--- src/hw/rtl/ccpf_pkg.sv ---
package ccpf_pkg;

  // Field and register widths fixed by the block definition
  localparam int BOX_W      = 31;
  localparam int AXES_W     = 3;
  localparam int CUT_W      = 63;
  localparam int CFG_IDX_W  = 3;
  localparam int CFG_DATA_W = 63;
  localparam int CHARGE_W   = 32;

  // Datapath widths
  localparam int MAG_W  = 32;   // wrapped |r| per axis when in range
  localparam int SQ_W   = 64;   // |r|^2 per axis
  localparam int QQ_W   = 64;   // qi*qj, Q32.32 signed
  localparam int QMAG_W = 63;   // |qi*qj|
  localparam int K_W    = 32;   // 1/(4*pi), unsigned Q0.32
  localparam int KQ_W   = 91;   // K*|qq|
  localparam int NUM_W  = 123;  // K*|qq|*|r_d|
  localparam int R2_W   = 64;
  localparam int ROOT_W = 64;
  localparam int DEN_W  = 95;   // r2*s
  localparam int DVS_W  = 103;  // r2*s*256
  localparam int CNT_W  = 7;

  localparam logic [K_W-1:0]    INV_4PI_Q32 = 32'd341782638;
  localparam logic [BOX_W-1:0]  BOX_RESET   = 31'd65536;
  localparam logic [ROOT_W-1:0] ROOT_BIT0   = 64'h4000_0000_0000_0000;
  localparam logic [CNT_W-1:0]  ROOT_LAST   = 7'd31;
  localparam logic [CNT_W-1:0]  MUL_LAST    = 7'd31;

  // Configuration register indexes
  localparam logic [CFG_IDX_W-1:0] REG_BOX_X    = 3'd0;
  localparam logic [CFG_IDX_W-1:0] REG_BOX_Y    = 3'd1;
  localparam logic [CFG_IDX_W-1:0] REG_BOX_Z    = 3'd2;
  localparam logic [CFG_IDX_W-1:0] REG_PERIODIC = 3'd3;
  localparam logic [CFG_IDX_W-1:0] REG_CUTOFF   = 3'd4;

  typedef enum logic [3:0] {
    ST_IDLE,
    ST_WRAP,
    ST_SQUARE,
    ST_SUM,
    ST_ROOT,
    ST_MULI,
    ST_MUL,
    ST_DIVI,
    ST_DIV,
    ST_ACC
  } state_t;

  typedef struct packed {
    logic load;
    logic wrap;
    logic square;
    logic sum;
    logic root_step;
    logic mul_init;
    logic mul_step;
    logic div_init;
    logic div_step;
    logic acc;
  } dp_cmd_t;

  typedef struct packed {
    logic hit;
    logic out_full;
  } dp_sts_t;

endpackage

--- src/hw/rtl/ccpf_ctrl.sv ---
module ccpf_ctrl #(
  parameter int FW = 48
) (
  input  logic              clk,
  input  logic              rst_n,
  input  logic              in_valid,
  output logic              in_ready,
  input  ccpf_pkg::dp_sts_t sts,
  output ccpf_pkg::dp_cmd_t cmd
);

  localparam logic [ccpf_pkg::CNT_W-1:0] DIV_LAST = ccpf_pkg::CNT_W'(FW - 1);

  ccpf_pkg::state_t            state_r, state_nxt;
  logic [ccpf_pkg::CNT_W-1:0]  cnt_r, cnt_nxt;

  always_ff @(posedge clk) begin
    if (!rst_n) begin
      state_r <= ccpf_pkg::ST_IDLE;
      cnt_r   <= '0;
    end else begin
      state_r <= state_nxt;
      cnt_r   <= cnt_nxt;
    end
  end

  // sequencing of the datapath
  always_comb begin
    state_nxt = state_r;
    cnt_nxt   = '0;
    cmd       = '0;
    in_ready  = 1'b0;
    case (state_r)
      ccpf_pkg::ST_IDLE: begin
        in_ready = 1'b1;
        if (in_valid) begin
          cmd.load  = 1'b1;
          state_nxt = ccpf_pkg::ST_WRAP;
        end
      end
      ccpf_pkg::ST_WRAP: begin
        cmd.wrap  = 1'b1;
        state_nxt = ccpf_pkg::ST_SQUARE;
      end
      ccpf_pkg::ST_SQUARE: begin
        cmd.square = 1'b1;
        state_nxt  = ccpf_pkg::ST_SUM;
      end
      ccpf_pkg::ST_SUM: begin
        cmd.sum   = 1'b1;
        state_nxt = sts.hit ? ccpf_pkg::ST_ROOT : ccpf_pkg::ST_ACC;
      end
      ccpf_pkg::ST_ROOT: begin
        cmd.root_step = 1'b1;
        cnt_nxt       = cnt_r + 1'b1;
        if (cnt_r == ccpf_pkg::ROOT_LAST) state_nxt = ccpf_pkg::ST_MULI;
      end
      ccpf_pkg::ST_MULI: begin
        cmd.mul_init = 1'b1;
        state_nxt    = ccpf_pkg::ST_MUL;
      end
      ccpf_pkg::ST_MUL: begin
        cmd.mul_step = 1'b1;
        cnt_nxt      = cnt_r + 1'b1;
        if (cnt_r == ccpf_pkg::MUL_LAST) state_nxt = ccpf_pkg::ST_DIVI;
      end
      ccpf_pkg::ST_DIVI: begin
        cmd.div_init = 1'b1;
        state_nxt    = ccpf_pkg::ST_DIV;
      end
      ccpf_pkg::ST_DIV: begin
        cmd.div_step = 1'b1;
        cnt_nxt      = cnt_r + 1'b1;
        if (cnt_r == DIV_LAST) state_nxt = ccpf_pkg::ST_ACC;
      end
      ccpf_pkg::ST_ACC: begin
        // wait for the previous result to leave the output register
        if (!sts.out_full) begin
          cmd.acc   = 1'b1;
          state_nxt = ccpf_pkg::ST_IDLE;
        end
      end
      default: state_nxt = ccpf_pkg::ST_IDLE;
    endcase
  end

  a_root_len: assert property (@(posedge clk) disable iff (!rst_n)
    (state_r == ccpf_pkg::ST_ROOT && cnt_r == ccpf_pkg::ROOT_LAST)
      |=> state_r == ccpf_pkg::ST_MULI)
    else $error("root loop did not end after its last step");

  a_div_cnt: assert property (@(posedge clk) disable iff (!rst_n)
    (state_r == ccpf_pkg::ST_DIV) |-> cnt_r <= DIV_LAST)
    else $error("divider counter ran past its last step");

  a_miss_skip: assert property (@(posedge clk) disable iff (!rst_n)
    (state_r == ccpf_pkg::ST_SUM && !sts.hit) |=> state_r == ccpf_pkg::ST_ACC)
    else $error("out of range pair entered the force path");

  a_acc_hold: assert property (@(posedge clk) disable iff (!rst_n)
    (state_r == ccpf_pkg::ST_ACC && sts.out_full) |=> state_r == ccpf_pkg::ST_ACC)
    else $error("result written while output register full");

endmodule

--- config.mk ---
export PLATFORM = sky130hd
export DESIGN_NAME = ccpf_ctrl
export DESIGN_NICKNAME = d
export VERILOG_FILES = /design/src/hw/rtl/ccpf_pkg.sv /design/src/hw/rtl/ccpf_ctrl.sv
export SDC_FILE = /design/constraint.sdc
export NUM_CORES = 1
export LEC_CHECK = 0
export ABC_AREA = 1
export BUFFER_PORTS_ARGS = -buffer_cell sky130_fd_sc_hd__buf_2
export CORE_MARGIN = 3
export CORE_UTILIZATION = 49
export CTS_CLUSTER_DIAMETER = 30
export CTS_CLUSTER_SIZE = 20
export DETAILED_ROUTE_END_ITERATION = 16
export PLACE_DENSITY_LB_ADDON = 0.12
export SYNTH_ARGS = -nofsm -noshare
export SYNTH_HDL_FRONTEND = slang
export SYNTH_SLANG_ARGS = --single-unit
--- constraint.sdc ---
create_clock -name clk -period 1.8 [get_ports clk]
set_clock_uncertainty 0.05 [all_clocks]
set_input_delay 0.09 -clock clk [delete_from_list [all_inputs] [get_ports clk]]
set_output_delay 0.09 -clock clk [all_outputs]
set_load 0.02 [all_outputs]
Yosys cells after proc, flatten, opt, wreduce, memory -nomap -nowiden:

Cells that the tools add are included.

* flip-flop bits (word level): 11
* input bits: 5
* output and inout port bits: 11
* word-level logic and storage cells: 43

* add/subtract/negate cells: 1
* equal/unequal tests: 16
* mux-type cells: 20
* reductions and logical operators: 4

Operators with widths (count)
* 4-bit one-hot mux with 10 select lines: 1
* 4-bit 2-to-1 mux: 6
* 4-bit by 3-bit == test with 1-bit output, second input constant: 4
* 1-bit 2-to-1 mux: 13
* 2-bit != test, second input constant: 5
* 4-bit by 2-bit == test with 1-bit output, second input constant: 2
* 4-bit == test, second input constant: 2
* 7-bit by 1-bit adder with 7-bit output, second input constant: 1
* 7-bit by 5-bit == test with 1-bit output, second input constant: 1
* 7-bit by 6-bit == test with 1-bit output, second input constant: 1
* 5-bit AND reduction: 1
* 4-bit by 1-bit == test with 1-bit output, second input constant: 1
* 4-bit logical NOT: 1
* 3-bit OR reduction: 1
* 2-bit AND reduction: 1

Depth between registers and ports, before layout:

Gate-level depths: netlist of the first run.

* depth after elaboration: 3
* gate-level depth with buffers: 9
* gate-level depth less buffers: 9

Worst setup path after synthesis of the first run:

OpenSTA, ideal clock, no wires.

* kind: flip-flop to output port
* start point: register state_r[0]
* end point: output port cmd[0] (netlist bit)
* arrival: 1133 ps
* data required time: 1660 ps
* slack: 527 ps
* cell stages (with the launch flop): 5
* buffers on the path: 0
* cell sequence: dfxtp_1 -> inv_1 -> nor2_1 -> inv_1 -> nor3_1

RTL lines
* from (decl): RTL line ccpf_ctrl.sv:14 `ccpf_pkg::state_t state_r, state_nxt;`
* from (signal assigned): RTL line ccpf_ctrl.sv:19 `state_r <= ccpf_pkg::ST_IDLE;`
* from (signal assigned): RTL line ccpf_ctrl.sv:22 `state_r <= state_nxt;`
* to (decl): RTL line ccpf_ctrl.sv:9 `output ccpf_pkg::dp_cmd_t cmd`

==> out/qor.yml, run 1 <==
yosys:
  ys_ff_latch: 11
  synth_xor_area_share_pct: 1.37
  avgSynthCellArea_sq_um: 6.95
  synth_compound_area_share_pct: 10.8
  synthesis.area_sq_um: 639
  yosysUniqueCellTypes: 24
  ys_warn_count: 0
  syn-num-nets: 98
  synth_mux_area_share_pct: 0
  synth_simple_gate_area_share_pct: 41.5
  synth_top_family_by_area: "simple AND/OR/NAND/NOR gates"
  synth_adder_area_share_pct: 1.96
  seq_area_frac_synth_pct: 34.4
  synthCells: 92
route:
  drtIter0Drc: 15
  ant_nets: 0
  routed_wl_um: 1220
  wire_per_inst_um: 9.78
  first_pass_iters: 4
  viasPerCell: 4.90
  drcViolationCount: 0
  vias: 613
final_layout:
  drive_above_1_share_pct: 28.8
  nFillCells: 116
  final_common_cell: "nor2_1"
  layout.cells.non_filler: 125
  final_cell_mix: "nor2_1 (18), inv_1 (15), buf_2 (15)"
  syn2layout_area_growth_pct: 18.6
  layout.nets: 118
  n_antenna_cell: 0
worst_setup_path:
  startpoint: "state_r[0]"
  cp-start-kind: "register"
  reg2reg_to: "state_r[3]"
  reg2reg_from: "cnt_r[0]"
  cp_max_fo: 7
  cp.arrival_ns: 1.34
  worstSetupEndpointType: "output port"
  worstSetupPathType: "register to output port"
  crit_end: "cmd[0]"
  required_ns: 1.66
  worstRegToRegCells: 6
  rrSetupSlack_ns: 0.45
clock_tree:
  cts_resized: 0
  post_cts_buffers: 0
  ctsLongestPathBuffers: 2
  clk_latency_ns: 0.26
  cts_hold_buf: 0
  h-tree-depth: 1
  cts_root_buffer: "clkbuf_4"
  cts_tree: "built"
  clkSinkCount: 11
  clk_pin_slew_worst_paths_ns: 0.06
  numCtsBuffers: 3
hold_path:
  hp-class: "input port to register"
power_and_ir_drop:
  p_leak_nw: 0.344
  p_per_area_mw_per_mm2: 1220
  ir_drop_uv: 588
placed_design:
  placed_cells: 121
  port_buffers: 15
  gp_congestion: 0.796
  dpl.hpwl_um: 997
  dpl_worst_slack_ns: 0.453
floorplan:
  ios: 16
  rows: 12
  coreArea_sq_mm: 0.00117
  die-area_sq_mm: 0.00177
  initial_utilization_pct: 54.6
  die_w_um: 42.1
  die_height_um: 42.1
global_route:
  grt_pass1_vias: 590
  grt_max_degree: 8
  grt_pass1_wl_um: 2310
  overflow: 0
  track_usage_pct: 16.3
  antenna_found_initial: 0
timing:
  setup_tns_ns: 0
  final-max-slew-violation-count: 0
  setup_slack_ns: 0.320
  fin_crit_ns: 1.48
  tightest_slew_ns: 0.341
  hold_viol: 0
  min_period_over_period_pct: 82.2
  setup_viol: 0
  maxSlewHeadroom_pct: 77.0
  rsz0062_at_grt: "no"
  max_freq_mhz: 676
run_status:
  run_status: "finished, final reports clean"
run:
  maxCapViolCount: 0
## routing by layer
metal	part of all wire, %	vias to the layer above	wire [um]	global-route usage [%]
li1	-	334	-	-
met1	44	261	543	20.4
met2	48	16	582	25.6
met3	7.0	2	86	3.86
met4	0.74	0	9	8.70
met5	0	-	0	0
## where the power goes
part	internal, mW	leakage (nW)	total [mW]	switching (mW)
clock network	0.0858	0.0150	0.162	0.0765
logic	0.143	0.240	0.441	0.298
registers	0.277	0.0893	0.325	0.0488
## Yosys cell counts
cell type,instances,area share [%]
nand2_1,13,7.6
a31oi_1,1,0.98
nand3b_1,1,1.2
a21oi_1,3,2.3
nor2_4,2,3.5
ha_1,1,2.0
nand3_4,1,2.7
nand3_2,1,1.6
nand2_2,1,0.98
nor4_1,1,0.98
o21ai_0,1,0.78
a31o_2,1,1.4
nor2_1,18,11
inv_1,15,8.8
nor3_2,1,1.6
inv_2,2,1.2
dfxtp_1,11,34
nand3_1,6,4.7
nor2_2,2,2.0
nand4_1,1,0.98
o21ai_2,3,4.1
xnor2_1,1,1.4
o211ai_1,1,1.2
nor3_1,4,3.1
## through the flow
stage / hold slack [ns] / total power, mW / util (%) / instance area (sq um)
after detailed placement: 0.306 / 0.773 / 62.5 / 732
after floorplan: 0.160 / 0.660 / - / 639
after global routing: 0.0361 / 1.01 / 64.7 / 758
final: 0.0264 / 0.929 / 64.7 / 758
after CTS: 0.0186 / 0.941 / 64.7 / 758
after global placement: 0.307 / 0.767 / 62.5 / 732
## final cells by class
class	instances	area, sq um	share of cell area (%)
Inverter	17	63.8	8.42
Multi-Input combinational cell	64	355	46.9
Clock buffer	4	26.3	3.47
Timing Repair Buffer	15	75.1	9.90
Tap cell	14	17.5	2.31
Sequential cell	11	220	29.0
## worst max-delay path: stages (launching register included)
cell     delay [ns]
dfxtp_1        0.47
inv_1          0.09
nor2_1         0.13
inv_1          0.09
nor3_1         0.12
buf_2          0.18
## sequential cells by signal, summed over array words and instances (netlist names)
signal / cells
state_r: 4
cnt_r: 7
## kinds of logic after synthesis
family / after synthesis
xor+xnor: 1
compound gates: 10
flops: 11
buf+inv: 17
fa+ha+maj: 1
simple gates: 52
## worst min-delay path by stage
stage / start / endpoint / slack, ns / cells after the start
floorplan: rst_n / state_r[0] / 0.16 / 2
global placement: sts[1] / state_r[2] / 0.31 / 3
detailed placement: rst_n / state_r[0] / 0.31 / 3
CTS: rst_n / state_r[0] / 0.02 / 3
finish: rst_n / state_r[0] / 0.03 / 3
global route: sts[1] / state_r[2] / 0.04 / 3
Power figures use the tool's default switching activity.
==> inputs of run 2 (changes only) <==
CORE_UTILIZATION = 45   (was 49)
clock period = 1.3 ns   (was 1.8 ns; I/O delays follow)
==> run 2 against run 1 <==
The flow now finishes with violations (setup timing). Final area up 22%. Combinational power up 80%. First-iteration DRC count down 67%. Clock power up 41%. Worst setup slack worse by 0.33 ns. Sequential cell count unchanged. Critical endpoint is now cmd[3]. Largest cell class unchanged. Highest routed layer unchanged.
==> out/qor.yml, run 2 (synthesized netlist as in run 1, its figures left out) <==
route:
  first_pass_iters: 4  # unchanged
  ant_nets: 0  # unchanged
  drcViolationCount: 0  # unchanged
  viasPerCell: 5.10  # +4.1%
  wire_per_inst_um: 12.0  # +23%
  routed_wl_um: 1610  # +32%
  vias: 684  # +12%
  drtIter0Drc: 5  # -10
power_and_ir_drop:
  power_mw: 1.51  # +63%
  p_per_area_mw_per_mm2: 1630  # +33%
  p_leak_nw: 0.395  # +15%
  ir_drop_uv: 849  # +44%
worst_setup_path:
  cp-start-kind: "register"
  worstRegToRegCells: 7  # +1
  worstSetupPathType: "register to output port"
  reg2reg_from: "state_r[0]"
  worstSetupEndpointType: "output port"
  cp_max_fo: 4  # -3
  rrSetupSlack_ns: 0.05  # -0.40 ns
  crit_end: "cmd[3]"
  cp.arrival_ns: 1.19  # -0.15 ns
  required_ns: 1.19  # -0.47 ns
  reg2reg_to: "state_r[3]"
  startpoint: "state_r[3]"
global_route:
  track_usage_pct: 16.9  # +0.62 points
  overflow: 0  # unchanged
  grt_max_degree: 8  # unchanged
  antenna_found_initial: 0  # unchanged
  grt_pass1_vias: 612  # +3.7%
  grt_pass1_wl_um: 2490  # +7.7%
hold_path:
  min_path_cells: 7  # +4
  hp-class: "input port to register"
final_layout:
  n_antenna_cell: 0  # unchanged
  seq_area_sq_um: 240  # +9.1%
  final_cell_mix: "nor2_1 (15), inv_1 (11), nand2_1 (10), buf_2 (10), buf_4 (10)"
  syn2layout_area_growth_pct: 45.2
  reg_top3: "cnt_r: 7 flops, state_r: 4 flops"
  largest_reg_flops: 7  # unchanged
  final_common_cell: "nor2_1"
  layout.nets: 127  # +7.6%
  multi_input_area_sq_um: 410  # +15%
  drive_above_1_share_pct: 48.3  # +20 points
  largest-register: "cnt_r"
  nFillCells: 94  # -19%
clock_tree:
  cts_tree: "built"
  clkSinkCount: 11  # unchanged
  clk_pin_slew_worst_paths_ns: 0.07  # about the same
  cts_root_buffer: "clkbuf_4"
  ctsLongestPathBuffers: 2  # unchanged
  h-tree-depth: 1  # unchanged
  numCtsBuffers: 3  # unchanged
  clk_latency_ns: 0.26  # about the same
run_status:
  violations: "setup timing"
  run_status: "finished, violations left"
floorplan:
  die_w_um: 43.7  # +3.7%
  rows: 12  # unchanged
  ios: 16  # unchanged
  die-area_sq_mm: 0.00191  # +7.6%
  die_height_um: 43.7  # +3.7%
  coreArea_sq_mm: 0.00122  # +3.8%
  initial_utilization_pct: 52.6  # -2.0 points
timing:
  maxSlewHeadroom_pct: 77.4  # +0.36 points
  min_period_over_period_pct: 101
  setup_viol: 1  # +1
  max_freq_mhz: 765
  tightest_slew_ns: 0.339  # -0.00236 ns
  fin_crit_ns: 1.31
  hold_viol: 0  # unchanged
  setup_tns_ns: -0.00732  # -0.00732 ns
  final-max-slew-violation-count: 0  # unchanged
  setup_slack_ns: -0.00732  # -0.328 ns
  rsz0062_at_grt: "yes"
placed_design:
  gp_congestion: 0.946  # +19%
  port_buffers: 15  # unchanged
  dpl.hpwl_um: 1050  # +5.1%
run:
  maxCapViolCount: 0  # unchanged
[run 2: changes by cell type in the layout (fill, tap and decap cells not counted), moves of 3 or more]
cell	before	now
buf_4	0	10
inv_2	2	5
buf_2	15	10
dfxtp_1	11	5
nand2_2	1	4
nor2_1	18	15
dfxtp_4	0	5
nand2_1	13	10
inv_1	15	11
[run 2: worst min-delay path by stage]
stage          startpoint  slack (ns)    endpoint
2_1_floorplan       rst_n        0.14  state_r[0]
3_3_place_gp       sts[1]        0.28  state_r[2]
3_5_place_dp       sts[1]        0.29  state_r[2]
4_1_cts            sts[0]        0.27  state_r[0]
5_1_grt            sts[0]        0.34  state_r[3]
6_report           sts[0]        0.29  state_r[3]
[run 2: metal layers]
layer / track usage, % / vias to the layer above / wire length (um)
li1: - / 355 / -
met5: 0 / - / 0
met3: 2.49 / 2 / 85
met4: 10.2 / 0 / 14
met2: 29.9 / 19 / 860
met1: 18.7 / 308 / 649
[run 2: critical path, cell delays in order (launching register included)]
cell and delay, ns:
dfxtp_4 0.36, inv_2 0.06, nand2_2 0.06, buf_6 0.12, nor3_2 0.14, buf_4 0.17
[run 2: power by group]
group | internal [mW] | switching, mW
sequential | 0.404 | 0.0873
clock | 0.119 | 0.109
combinational | 0.306 | 0.489
[run 2: cell type report]
type	instances	area share (%)
clock buffer	4	2.83
inverter	17	7.14
multi-input combinational	64	44.2
sequential	11	25.9
tap	14	1.89
timing repair buffer	24	18.1
[run 2: repair_timing]
action / 4_1_cts / 5_1_grt
pin swaps: 1 / 8
endpoints found under the hold margin: 2 / 0
setup endpoints to repair: 10 / 18
buffers inserted: 2 / 2
resized for setup: 13 / 23
hold buffers: 2 / 0
[run 2: through the flow]
step,setup slack (ns),area [sq um],instances,util [%],hold slack (ns)
floorplan,0.0349,639,92,-,0.135
global placement,0.0169,754,124,62.0,0.284
detailed placement,-0.0148,754,124,62.0,0.290
CTS,-0.0154,842,132,69.2,0.267
global route,-0.0816,928,134,76.3,0.341
finish,-0.00732,928,134,76.3,0.293
